$ cat src/rtl/btn_dial_pkg.sv
// ----------------------------------------------------------------------------
// btn_dial_pkg
// Shared types, constants and helpers for the button debounce and dial block.
// ----------------------------------------------------------------------------
package btn_dial_pkg;

  // field widths
  localparam int unsigned RawBits    = 5;
  localparam int unsigned TimeW      = 16;
  localparam int unsigned EventW     = 3;
  localparam int unsigned InDataW    = 24;
  localparam int unsigned OutDataW   = 8;
  localparam int unsigned CfgIndexW  = 1;
  localparam int unsigned DefButtons = 5;

  // button roles
  localparam int unsigned BtnPlus  = 0;
  localparam int unsigned BtnMinus = 1;
  localparam int unsigned BtnNext  = 2;
  localparam int unsigned BtnMode  = 3;

  // hold timer limits and register reset values
  localparam logic [TimeW-1:0] HoldLimit    = 16'd60000;
  localparam logic [TimeW-1:0] HoldMax      = 16'hFFFF;
  localparam logic [TimeW-1:0] DebounceRst  = 16'd20;
  localparam logic [TimeW-1:0] LongPressRst = 16'd1000;

  // dial step count limits (4-bit signed working value)
  localparam logic signed [3:0] DialFull    = 4'sd4;
  localparam logic signed [3:0] DialFullNeg = -4'sd4;

  typedef enum logic [EventW-1:0] {
    EV_NONE      = 3'd0,
    EV_PLUS      = 3'd1,
    EV_MINUS     = 3'd2,
    EV_NEXT      = 3'd3,
    EV_BACK      = 3'd4,
    EV_LONG_NEXT = 3'd5
  } event_e;

  typedef enum logic [CfgIndexW-1:0] {
    CFG_DEBOUNCE   = 1'b0,
    CFG_LONG_PRESS = 1'b1
  } cfg_reg_e;

  // per-button status handed to the event priority logic
  typedef struct packed {
    logic rise;
    logic long_hit;
  } lane_stat_t;

  // position of a dial line pair in the forward order 00 01 11 10
  function automatic logic [1:0] gray_pos(input logic [1:0] lines);
    logic [1:0] pos;
    unique case (lines)
      2'b00: pos = 2'd0;
      2'b01: pos = 2'd1;
      2'b11: pos = 2'd2;
      2'b10: pos = 2'd3;
      default: pos = 2'd0;
    endcase
    return pos;
  endfunction

endpackage

$ cat src/rtl/btn_dial_lane.sv
// ----------------------------------------------------------------------------
// btn_dial_lane
// Debounce lane for one button: hold timer, raw and accepted levels.
// ----------------------------------------------------------------------------
module btn_dial_lane #(
  parameter int unsigned Idx = 0
) (
  input  logic                                clk_i,
  input  logic                                rst_ni,
  input  logic                                upd_i,
  input  logic                                down_i,
  input  logic [btn_dial_pkg::TimeW-1:0]      elapsed_i,
  input  logic [btn_dial_pkg::TimeW-1:0]      debounce_i,
  input  logic [btn_dial_pkg::TimeW-1:0]      long_press_i,
  output btn_dial_pkg::lane_stat_t            stat_o
);

  logic                             prev_q, prev_d;
  logic                             acc_q, acc_d;
  logic [btn_dial_pkg::TimeW-1:0]   timer_q, timer_d;
  logic [btn_dial_pkg::TimeW:0]     grow;
  logic [btn_dial_pkg::TimeW-1:0]   timer_a;
  logic                             take;
  logic                             long_hit;

  // hold timer growth with saturation, restart on raw change
  always_comb begin
    grow   = {1'b0, timer_q} + {1'b0, elapsed_i};
    prev_d = down_i;
    if (down_i == prev_q) begin
      if (timer_q < btn_dial_pkg::HoldLimit) begin
        timer_a = grow[btn_dial_pkg::TimeW] ? btn_dial_pkg::HoldMax
                                            : grow[btn_dial_pkg::TimeW-1:0];
      end else begin
        timer_a = timer_q;
      end
    end else begin
      timer_a = '0;
    end
  end

  // accept level, long press on the next button only
  always_comb begin
    take     = (timer_a >= debounce_i) && (acc_q != down_i);
    acc_d    = take ? down_i : acc_q;
    long_hit = (Idx == btn_dial_pkg::BtnNext) && acc_d && (timer_a >= long_press_i);
    timer_d  = long_hit ? '0 : timer_a;
    stat_o.rise     = take && down_i;
    stat_o.long_hit = long_hit;
  end

  // lane state
  always_ff @(posedge clk_i or negedge rst_ni) begin
    if (!rst_ni) begin
      prev_q  <= 1'b0;
      acc_q   <= 1'b0;
      timer_q <= '0;
    end else if (upd_i) begin
      prev_q  <= prev_d;
      acc_q   <= acc_d;
      timer_q <= timer_d;
    end
  end

endmodule

$ cat src/rtl/btn_dial_quad.sv
// ----------------------------------------------------------------------------
// btn_dial_quad
// Quadrature dial decoder: counts Gray-code steps, reports full detents.
// ----------------------------------------------------------------------------
module btn_dial_quad (
  input  logic clk_i,
  input  logic rst_ni,
  input  logic upd_i,
  input  logic a_i,
  input  logic b_i,
  output logic plus_o,
  output logic minus_o
);

  logic              prev_a_q, prev_b_q;
  logic signed [2:0] steps_q, steps_d;
  logic [1:0]        was, now, delta;
  logic signed [3:0] dir, sum;
  logic              moved;

  // direction from the position difference, both lines changing counts zero
  always_comb begin
    was   = {prev_a_q, prev_b_q};
    now   = {a_i, b_i};
    moved = (now != was);
    delta = btn_dial_pkg::gray_pos(now) - btn_dial_pkg::gray_pos(was);
    unique case (delta)
      2'd1:    dir = 4'sd1;
      2'd3:    dir = -4'sd1;
      default: dir = 4'sd0;
    endcase
    sum = {steps_q[2], steps_q} + dir;
  end

  // full detent detection
  always_comb begin
    plus_o  = 1'b0;
    minus_o = 1'b0;
    steps_d = steps_q;
    if (moved) begin
      if (sum >= btn_dial_pkg::DialFull) begin
        plus_o  = 1'b1;
        steps_d = '0;
      end else if (sum <= btn_dial_pkg::DialFullNeg) begin
        minus_o = 1'b1;
        steps_d = '0;
      end else begin
        steps_d = sum[2:0];
      end
    end
  end

  // dial state
  always_ff @(posedge clk_i or negedge rst_ni) begin
    if (!rst_ni) begin
      prev_a_q <= 1'b0;
      prev_b_q <= 1'b0;
      steps_q  <= '0;
    end else if (upd_i && moved) begin
      prev_a_q <= a_i;
      prev_b_q <= b_i;
      steps_q  <= steps_d;
    end
  end

endmodule

$ cat src/rtl/button_debounce_and_dial_events_top.sv
// ----------------------------------------------------------------------------
// button_debounce_and_dial_events_top
// Button debounce, long press and quadrature dial events, one event per poll.
// ----------------------------------------------------------------------------
// Each poll item carries the raw button levels, the milliseconds since the
// previous poll and the two dial lines, and yields exactly one event item.
// The block takes one poll per clock cycle unless the result side stalls; a
// poll passes an input register and then a result register, and all button
// lanes and the dial decoder update in parallel in that single pass. A stall
// on the result side holds both registers and lowers s_axis_tready only when
// both are full. Configuration writes should be made while no poll is in
// flight.
module button_debounce_and_dial_events_top #(
  parameter int unsigned Buttons = btn_dial_pkg::DefButtons
) (
  input  logic                                 clk_i,
  input  logic                                 rst_ni,
  // poll items
  input  logic                                 s_axis_tvalid,
  output logic                                 s_axis_tready,
  // [4:0] buttons_raw, [20:5] elapsed_ms, [21] dial_a, [22] dial_b, [23] zero
  input  logic [btn_dial_pkg::InDataW-1:0]     s_axis_tdata,
  // event items
  output logic                                 m_axis_tvalid,
  input  logic                                 m_axis_tready,
  // [2:0] event_res, [7:3] zero
  output logic [btn_dial_pkg::OutDataW-1:0]    m_axis_tdata,
  // configuration writes
  input  logic                                 cfg_we_i,
  input  logic [btn_dial_pkg::CfgIndexW-1:0]   cfg_index_i,
  input  logic [btn_dial_pkg::TimeW-1:0]       cfg_data_i
);

  logic                                 s1_valid_q;
  logic [btn_dial_pkg::InDataW-1:0]     s1_data_q;
  logic                                 res_valid_q;
  btn_dial_pkg::event_e                 res_event_q, res_event_d;
  logic [btn_dial_pkg::TimeW-1:0]       debounce_q, long_press_q;
  logic                                 advance, upd;
  logic [btn_dial_pkg::RawBits-1:0]     raw;
  logic [btn_dial_pkg::TimeW-1:0]       elapsed;
  btn_dial_pkg::lane_stat_t             stat [Buttons];
  logic                                 dial_plus, dial_minus;

  // handshake and stage control
  assign advance       = !res_valid_q || m_axis_tready;
  assign s_axis_tready = !s1_valid_q || advance;
  assign upd           = s1_valid_q && advance;

  assign raw     = s1_data_q[btn_dial_pkg::RawBits-1:0];
  assign elapsed = s1_data_q[btn_dial_pkg::RawBits +: btn_dial_pkg::TimeW];

  // configuration registers
  always_ff @(posedge clk_i or negedge rst_ni) begin
    if (!rst_ni) begin
      debounce_q   <= btn_dial_pkg::DebounceRst;
      long_press_q <= btn_dial_pkg::LongPressRst;
    end else if (cfg_we_i) begin
      unique case (btn_dial_pkg::cfg_reg_e'(cfg_index_i))
        btn_dial_pkg::CFG_DEBOUNCE:   debounce_q   <= cfg_data_i;
        btn_dial_pkg::CFG_LONG_PRESS: long_press_q <= cfg_data_i;
        default: ;
      endcase
    end
  end

  // input register
  always_ff @(posedge clk_i or negedge rst_ni) begin
    if (!rst_ni) begin
      s1_valid_q <= 1'b0;
    end else if (s_axis_tready) begin
      s1_valid_q <= s_axis_tvalid;
    end
  end

  always_ff @(posedge clk_i) begin
    if (s_axis_tready && s_axis_tvalid) begin
      s1_data_q <= s_axis_tdata;
    end
  end

  // button lanes, buttons beyond the raw field read as released
  for (genvar i = 0; i < Buttons; i++) begin : g_lane
    logic down;
    if (i < btn_dial_pkg::RawBits) begin : g_raw
      assign down = raw[i];
    end else begin : g_none
      assign down = 1'b0;
    end
    btn_dial_lane #(
      .Idx (i)
    ) u_lane (
      .clk_i        (clk_i),
      .rst_ni       (rst_ni),
      .upd_i        (upd),
      .down_i       (down),
      .elapsed_i    (elapsed),
      .debounce_i   (debounce_q),
      .long_press_i (long_press_q),
      .stat_o       (stat[i])
    );
  end

  // dial decoder
  btn_dial_quad u_quad (
    .clk_i   (clk_i),
    .rst_ni  (rst_ni),
    .upd_i   (upd),
    .a_i     (s1_data_q[btn_dial_pkg::RawBits + btn_dial_pkg::TimeW]),
    .b_i     (s1_data_q[btn_dial_pkg::RawBits + btn_dial_pkg::TimeW + 1]),
    .plus_o  (dial_plus),
    .minus_o (dial_minus)
  );

  // event priority: long press, then lowest button, then dial
  always_comb begin
    priority if (stat[btn_dial_pkg::BtnNext].long_hit) begin
      res_event_d = btn_dial_pkg::EV_LONG_NEXT;
    end else if (stat[btn_dial_pkg::BtnPlus].rise) begin
      res_event_d = btn_dial_pkg::EV_PLUS;
    end else if (stat[btn_dial_pkg::BtnMinus].rise) begin
      res_event_d = btn_dial_pkg::EV_MINUS;
    end else if (stat[btn_dial_pkg::BtnNext].rise) begin
      res_event_d = btn_dial_pkg::EV_NEXT;
    end else if (stat[btn_dial_pkg::BtnMode].rise) begin
      res_event_d = btn_dial_pkg::EV_BACK;
    end else if (dial_plus) begin
      res_event_d = btn_dial_pkg::EV_PLUS;
    end else if (dial_minus) begin
      res_event_d = btn_dial_pkg::EV_MINUS;
    end else begin
      res_event_d = btn_dial_pkg::EV_NONE;
    end
  end

  // result register
  always_ff @(posedge clk_i or negedge rst_ni) begin
    if (!rst_ni) begin
      res_valid_q <= 1'b0;
    end else if (advance) begin
      res_valid_q <= s1_valid_q;
    end
  end

  always_ff @(posedge clk_i) begin
    if (upd) begin
      res_event_q <= res_event_d;
    end
  end

  assign m_axis_tvalid = res_valid_q;
  assign m_axis_tdata  = {{(btn_dial_pkg::OutDataW - btn_dial_pkg::EventW){1'b0}},
                          res_event_q};

  // checks
  a_event_range: assert property (@(posedge clk_i) disable iff (!rst_ni)
    m_axis_tvalid |-> (m_axis_tdata[2:0] <= btn_dial_pkg::EV_LONG_NEXT))
    else $error("event code out of range");

  a_stage_hold: assert property (@(posedge clk_i) disable iff (!rst_ni)
    (s1_valid_q && !advance) |=> (s1_valid_q && $stable(s1_data_q)))
    else $error("input stage lost an item under stall");

  a_result_source: assert property (@(posedge clk_i) disable iff (!rst_ni)
    $rose(res_valid_q) |-> $past(s1_valid_q))
    else $error("result appeared without an item in the input stage");

  a_no_take_when_full: assert property (@(posedge clk_i) disable iff (!rst_ni)
    (s1_valid_q && res_valid_q && !m_axis_tready) |-> !s_axis_tready)
    else $error("item taken while both stages are full");

endmodule
$ cat config.mk
export PLATFORM = sky130hd
export DESIGN_NAME = button_debounce_and_dial_events_top
export DESIGN_NICKNAME = d
export VERILOG_FILES = /design/src/rtl/btn_dial_pkg.sv /design/src/rtl/btn_dial_lane.sv /design/src/rtl/btn_dial_quad.sv /design/src/rtl/button_debounce_and_dial_events_top.sv
export SDC_FILE = /design/constraint.sdc
export NUM_CORES = 1
export LEC_CHECK = 0
export ABC_AREA = 1
export BUFFER_PORTS_ARGS = -buffer_cell sky130_fd_sc_hd__buf_2
export CAP_MARGIN = 20
export CORE_ASPECT_RATIO = 0.9
export CORE_MARGIN = 10
export CORE_UTILIZATION = 57
export CTS_CLUSTER_DIAMETER = 60
export DETAILED_ROUTE_END_ITERATION = 8
export PLACE_DENSITY = 0.78
export SLEW_MARGIN = 20
export SYNTH_ARGS = -nofsm -noshare
export SYNTH_HDL_FRONTEND = slang
export SYNTH_SLANG_ARGS = --single-unit
$ cat constraint.sdc
create_clock -name clk_i -period 3.5 [get_ports clk_i]
set_clock_uncertainty 0.05 [all_clocks]
set_input_delay 0.525 -clock clk_i [delete_from_list [all_inputs] [get_ports clk_i]]
set_output_delay 0.525 -clock clk_i [all_outputs]
set_load 0.01 [all_outputs]
==> run_summary.xml <==
<?xml version="1.0" encoding="UTF-8"?>
<metrics>
  <group name="finish">
    <metric name="ant_diodes" unit="">0</metric>
    <metric name="final_layout_size_suffix_gt1_share" unit="%">30.8</metric>
    <metric name="instances_no_fill" unit="">2284</metric>
    <metric name="area_growth_from_synthesis_to_layout" unit="%">35.7</metric>
    <metric name="number_of_inserted_filler_cells_in_the_final_layout" unit="">1288</metric>
    <metric name="multiInputGateArea" unit="mm^2">0.00873</metric>
    <metric name="postLayoutCoreUtil" unit="%">78.4</metric>
    <metric name="finish.net_count" unit="">2190</metric>
    <metric name="area_used_by_sequential_logic_in_the_layout" unit="mm^2">0.00354</metric>
  </group>
  <group name="critical_path">
    <metric name="start_kind" unit="">flip-flop</metric>
    <metric name="cp_data_arrival_time" unit="ps">4430</metric>
    <metric name="timing_worst_setup_path_type" unit="">flip-flop to flip-flop</metric>
    <metric name="category_of_the_worst_setup_path_capture_point" unit="">flip-flop</metric>
    <metric name="timing.rr.start" unit="">s1_data_q[13]</metric>
    <metric name="regToRegSetupSlack" unit="ps">-720</metric>
    <metric name="worstPathRequired" unit="ps">3710</metric>
    <metric name="critical_path_origin" unit="">s1_data_q[13]</metric>
    <metric name="r2r_depth" unit="">18</metric>
    <metric name="crit_fanout" unit="">7</metric>
    <metric name="regToRegEndpoint" unit="">res_event_q[1]</metric>
  </group>
  <group name="sta">
    <metric name="grt_setup_unrepaired" unit="">true</metric>
    <metric name="worst-slew-pin-transition" unit="ps">958</metric>
    <metric name="maxSlewViolCount" unit="">0</metric>
    <metric name="period_needed" unit="ps">4220</metric>
    <metric name="report.final.hold_viol_count" unit="">0</metric>
    <metric name="setup_violations" unit="">23</metric>
    <metric name="slew_headroom" unit="%">36.0</metric>
    <metric name="timing.final.ws_setup" unit="ps">-719</metric>
    <metric name="min_period_over_period" unit="%">121</metric>
    <metric name="fmax" unit="MHz">237</metric>
    <metric name="summed_negative_setup_slack_over_all_endpoints" unit="ps">-12930</metric>
  </group>
  <group name="routing">
    <metric name="routed_wl" unit="um">44300</metric>
    <metric name="route.detailed.vias_per_inst" unit="">5.97</metric>
    <metric name="detail-route-antenna-nets" unit="">0</metric>
    <metric name="detailedRoute.firstIterationViolations" unit="">1641</metric>
    <metric name="drc" unit="">0</metric>
    <metric name="detail_route.wl_per_cell" unit="um">19.4</metric>
    <metric name="drt_pre_antenna_iters" unit="">6</metric>
    <metric name="route.vias.total" unit="">13646</metric>
  </group>
  <group name="clocking">
    <metric name="clock_tree.root_cell" unit="">clkbuf_16</metric>
    <metric name="cts.sinks" unit="">136</metric>
    <metric name="cts-htree-levels" unit="">4</metric>
    <metric name="hold_buffers" unit="">0</metric>
    <metric name="tritoncts.num_buffers" unit="">17</metric>
    <metric name="clk_latency" unit="ps">450</metric>
    <metric name="clockBufferDepth" unit="">2</metric>
    <metric name="clk_pin_slew_worst_paths" unit="ps">70</metric>
    <metric name="tritoncts_clock_tree" unit="">built</metric>
  </group>
  <group name="synthesis">
    <metric name="asyncSetResetFlopFracSynth" unit="%">81.6</metric>
    <metric name="synth_edf_count" unit="">25</metric>
    <metric name="dominantRegCellSynth" unit="">dfrtp_1</metric>
    <metric name="leading_cell_types_by_total_area_after_synthesis" unit="">dfrtp_1 (21%), ha_1 (16%), nand2_1 (15%), inv_1 (6.4%), edfxtp_1 (6.3%)</metric>
    <metric name="seq_area_frac_synth" unit="%">29.5</metric>
    <metric name="post_synthesis_cell_count" unit="">1691</metric>
    <metric name="synth_top_cell_area_share" unit="%">21.5</metric>
    <metric name="synthesis.area_per_instance" unit="um^2">7.10</metric>
    <metric name="yosys_warning_total" unit="">0</metric>
    <metric name="syn_area" unit="mm^2">0.0120</metric>
    <metric name="synthDominantAreaCellType" unit="">dfrtp_1</metric>
    <metric name="synth.lib_cells_used.distinct" unit="">50</metric>
    <metric name="synth_seq_cells" unit="">136</metric>
  </group>
  <group name="global_routing">
    <metric name="grt_start_max_net_pins" unit="">52</metric>
    <metric name="antenna_violations_before_repair" unit="">0</metric>
    <metric name="wire_length_of_the_first_global_routing_pass" unit="um">61600</metric>
    <metric name="vias_in_the_first_global_route" unit="">12462</metric>
    <metric name="remaining_global_route_overflow" unit="">0</metric>
    <metric name="groute.usage.overall" unit="%">27.9</metric>
  </group>
  <group name="pwr">
    <metric name="power.leakage" unit="uW">0.00859</metric>
    <metric name="vdd.ir_drop.worst" unit="V">0.000544</metric>
    <metric name="power_density" unit="mW/mm^2">1000</metric>
  </group>
  <group name="run_status">
    <metric name="outcome" unit="">finished with violations</metric>
    <metric name="failed_checks" unit="">setup timing</metric>
  </group>
  <group name="place">
    <metric name="buffer_ports.inserted" unit="">48</metric>
    <metric name="placed_cells_incl_taps" unit="">2209</metric>
    <metric name="dpl.hpwl" unit="um">28300</metric>
    <metric name="routabilityCongestion" unit="">0.930</metric>
  </group>
  <group name="floorplanning">
    <metric name="i_o_pin_count" unit="">56</metric>
    <metric name="core_area" unit="mm^2">0.0208</metric>
    <metric name="die-width" unit="um">173</metric>
    <metric name="initial_core_util" unit="%">57.8</metric>
    <metric name="std_cell_rows" unit="">50</metric>
    <metric name="fp.dieH" unit="um">158</metric>
    <metric name="design.die.area" unit="mm^2">0.0273</metric>
  </group>
  <group name="worst_hold_path">
    <metric name="hold_class" unit="">input pin to async pin</metric>
  </group>
  <group name="flow_run">
    <metric name="max-cap-violations" unit="">0</metric>
  </group>
</metrics>
==> cells by family (layout without fill, tap and decap cells) <==
group | after synthesis | count (layout) | share of synthesized area (%)
adders and majority gates | 159 | 159 | 16.9
AOI/OAI and AO/OA | 251 | 251 | 11.8
buffers and inverters | 248 | 551 | 8.21
and+or+nand+nor | 857 | 857 | 30.7
other | 1 | 5 | 0.0313
DFF | 136 | 136 | 29.5
xor gates and xnor gates | 39 | 39 | 2.91
==> layout by cell type (no fill, tap or decap), drive strengths merged, types with 12 or more instances in the layout <==
master	count
and3	17
clkbuf	22
nand3	137
or2	13
o21ai	96
nand2	508
buf	309
inv	215
ha	154
o21bai	12
nor2	130
edfxtp	25
a21oi	108
a21boi	12
dfrtp	103
xnor2	29
nand4	31
==> power breakdown <==
group / internal [uW] / leakage [uW] / switching (uW)
Clock: 982 / 0.000266 / 788
Sequential: 2110 / 0.00163 / 440
Combinational: 5240 / 0.00669 / 6750
==> timing repair <==
item                                   CTS  global route
pin swaps                               51            76
setup endpoints to repair               22            23
setup buffers                           21            23
gates resized for setup                101           189
endpoints found under the hold margin    0             0
==> final cells by class <==
cell class / count / area share, %
Inverter: 210 / 4.90
Clock buffer: 22 / 2.92
Tap cell: 286 / 2.20
Timing Repair Buffer: 309 / 14.1
Sequential cell: 136 / 21.7
Clock inverter: 10 / 0.499
Multi-Input combinational cell: 1311 / 53.6
==> sequential cells by signal, indices dropped and copies added (netlist names) <==
register and cells:
res_event_q 3, s1_valid_q 1, u_quad.prev_b_q 1, s1_data_q 22, debounce_q 16, long_press_q 16, g_lane.u_lane.acc_q 4, m_axis_tvalid 1
g_lane.u_lane.prev_q 4, u_quad.steps_q 3, u_quad.prev_a_q 1, g_lane.u_lane.timer_q 64
==> synth_stat cells, types with 2 or more instances <==
cell	instances
a21oi_1	104
nand2_1	492
o21bai_1	11
dfrtp_1	103
or2_2	13
buf_1	5
o21a_1	7
o21ai_1	4
a21boi_2	4
a31oi_1	5
edfxtp_1	25
inv_2	3
buf_4	7
nor3_1	10
ha_1	154
nor2_2	2
nor2_1	127
nand3_2	6
a21o_1	7
and3_1	17
and2_1	3
inv_1	206
clkbuf_1	23
o21ai_0	92
nand3_1	131
xnor2_1	28
fa_1	5
nand4_1	31
a21oi_2	3
o211ai_1	2
nand2_2	16
xor2_1	10
dfstp_2	8
nand3b_1	2
nor4_1	3
a21boi_0	8
==> metrics by stage <==
stage	hold slack (ps)	total power, uW	setup slack [ps]	area [um^2]
6_report	79.1	16300	-719	16300
5_1_grt	134	17300	-704	16300
4_1_cts	103	13900	-173	15200
3_5_place_dp	423	11400	-424	14100
3_3_place_gp	414	11000	-364	14100
2_1_floorplan	179	8140	51.5	12000
==> worst max-delay path, cell delays in order, from the launching register on <==
cell	delay (ps)
edfxtp_1	510
ha_1	410
a21oi_1	510
o21ai_0	330
a21oi_1	290
nand2_1	110
nand2_1	90
nand3_2	70
nand2_2	80
inv_2	70
ha_1	300
buf_4	150
a21oi_1	150
o21ai_1	110
a21oi_2	180
nand3_2	150
nand2_4	180
nand2_2	90
nor2_1	210
==> how the worst max path moves through the flow <==
stage,to,slack [ps],cells after the start
after floorplan,res_event_q[2],50,22
after global placement,res_event_q[0],-360,23
after detailed placement,res_event_q[0],-420,23
after CTS,res_event_q[0],-170,25
after global routing,res_event_q[1],-700,18
final,res_event_q[1],-720,18
==> per-layer routing <==
metal / GRT usage, % / wire length, um
met3: 6.33 / 5040
met1: 35.3 / 16900
met4: 12.9 / 2640
met5: 0 / 0
met2: 44.9 / 19700
(Power assumes the default switching activity.)
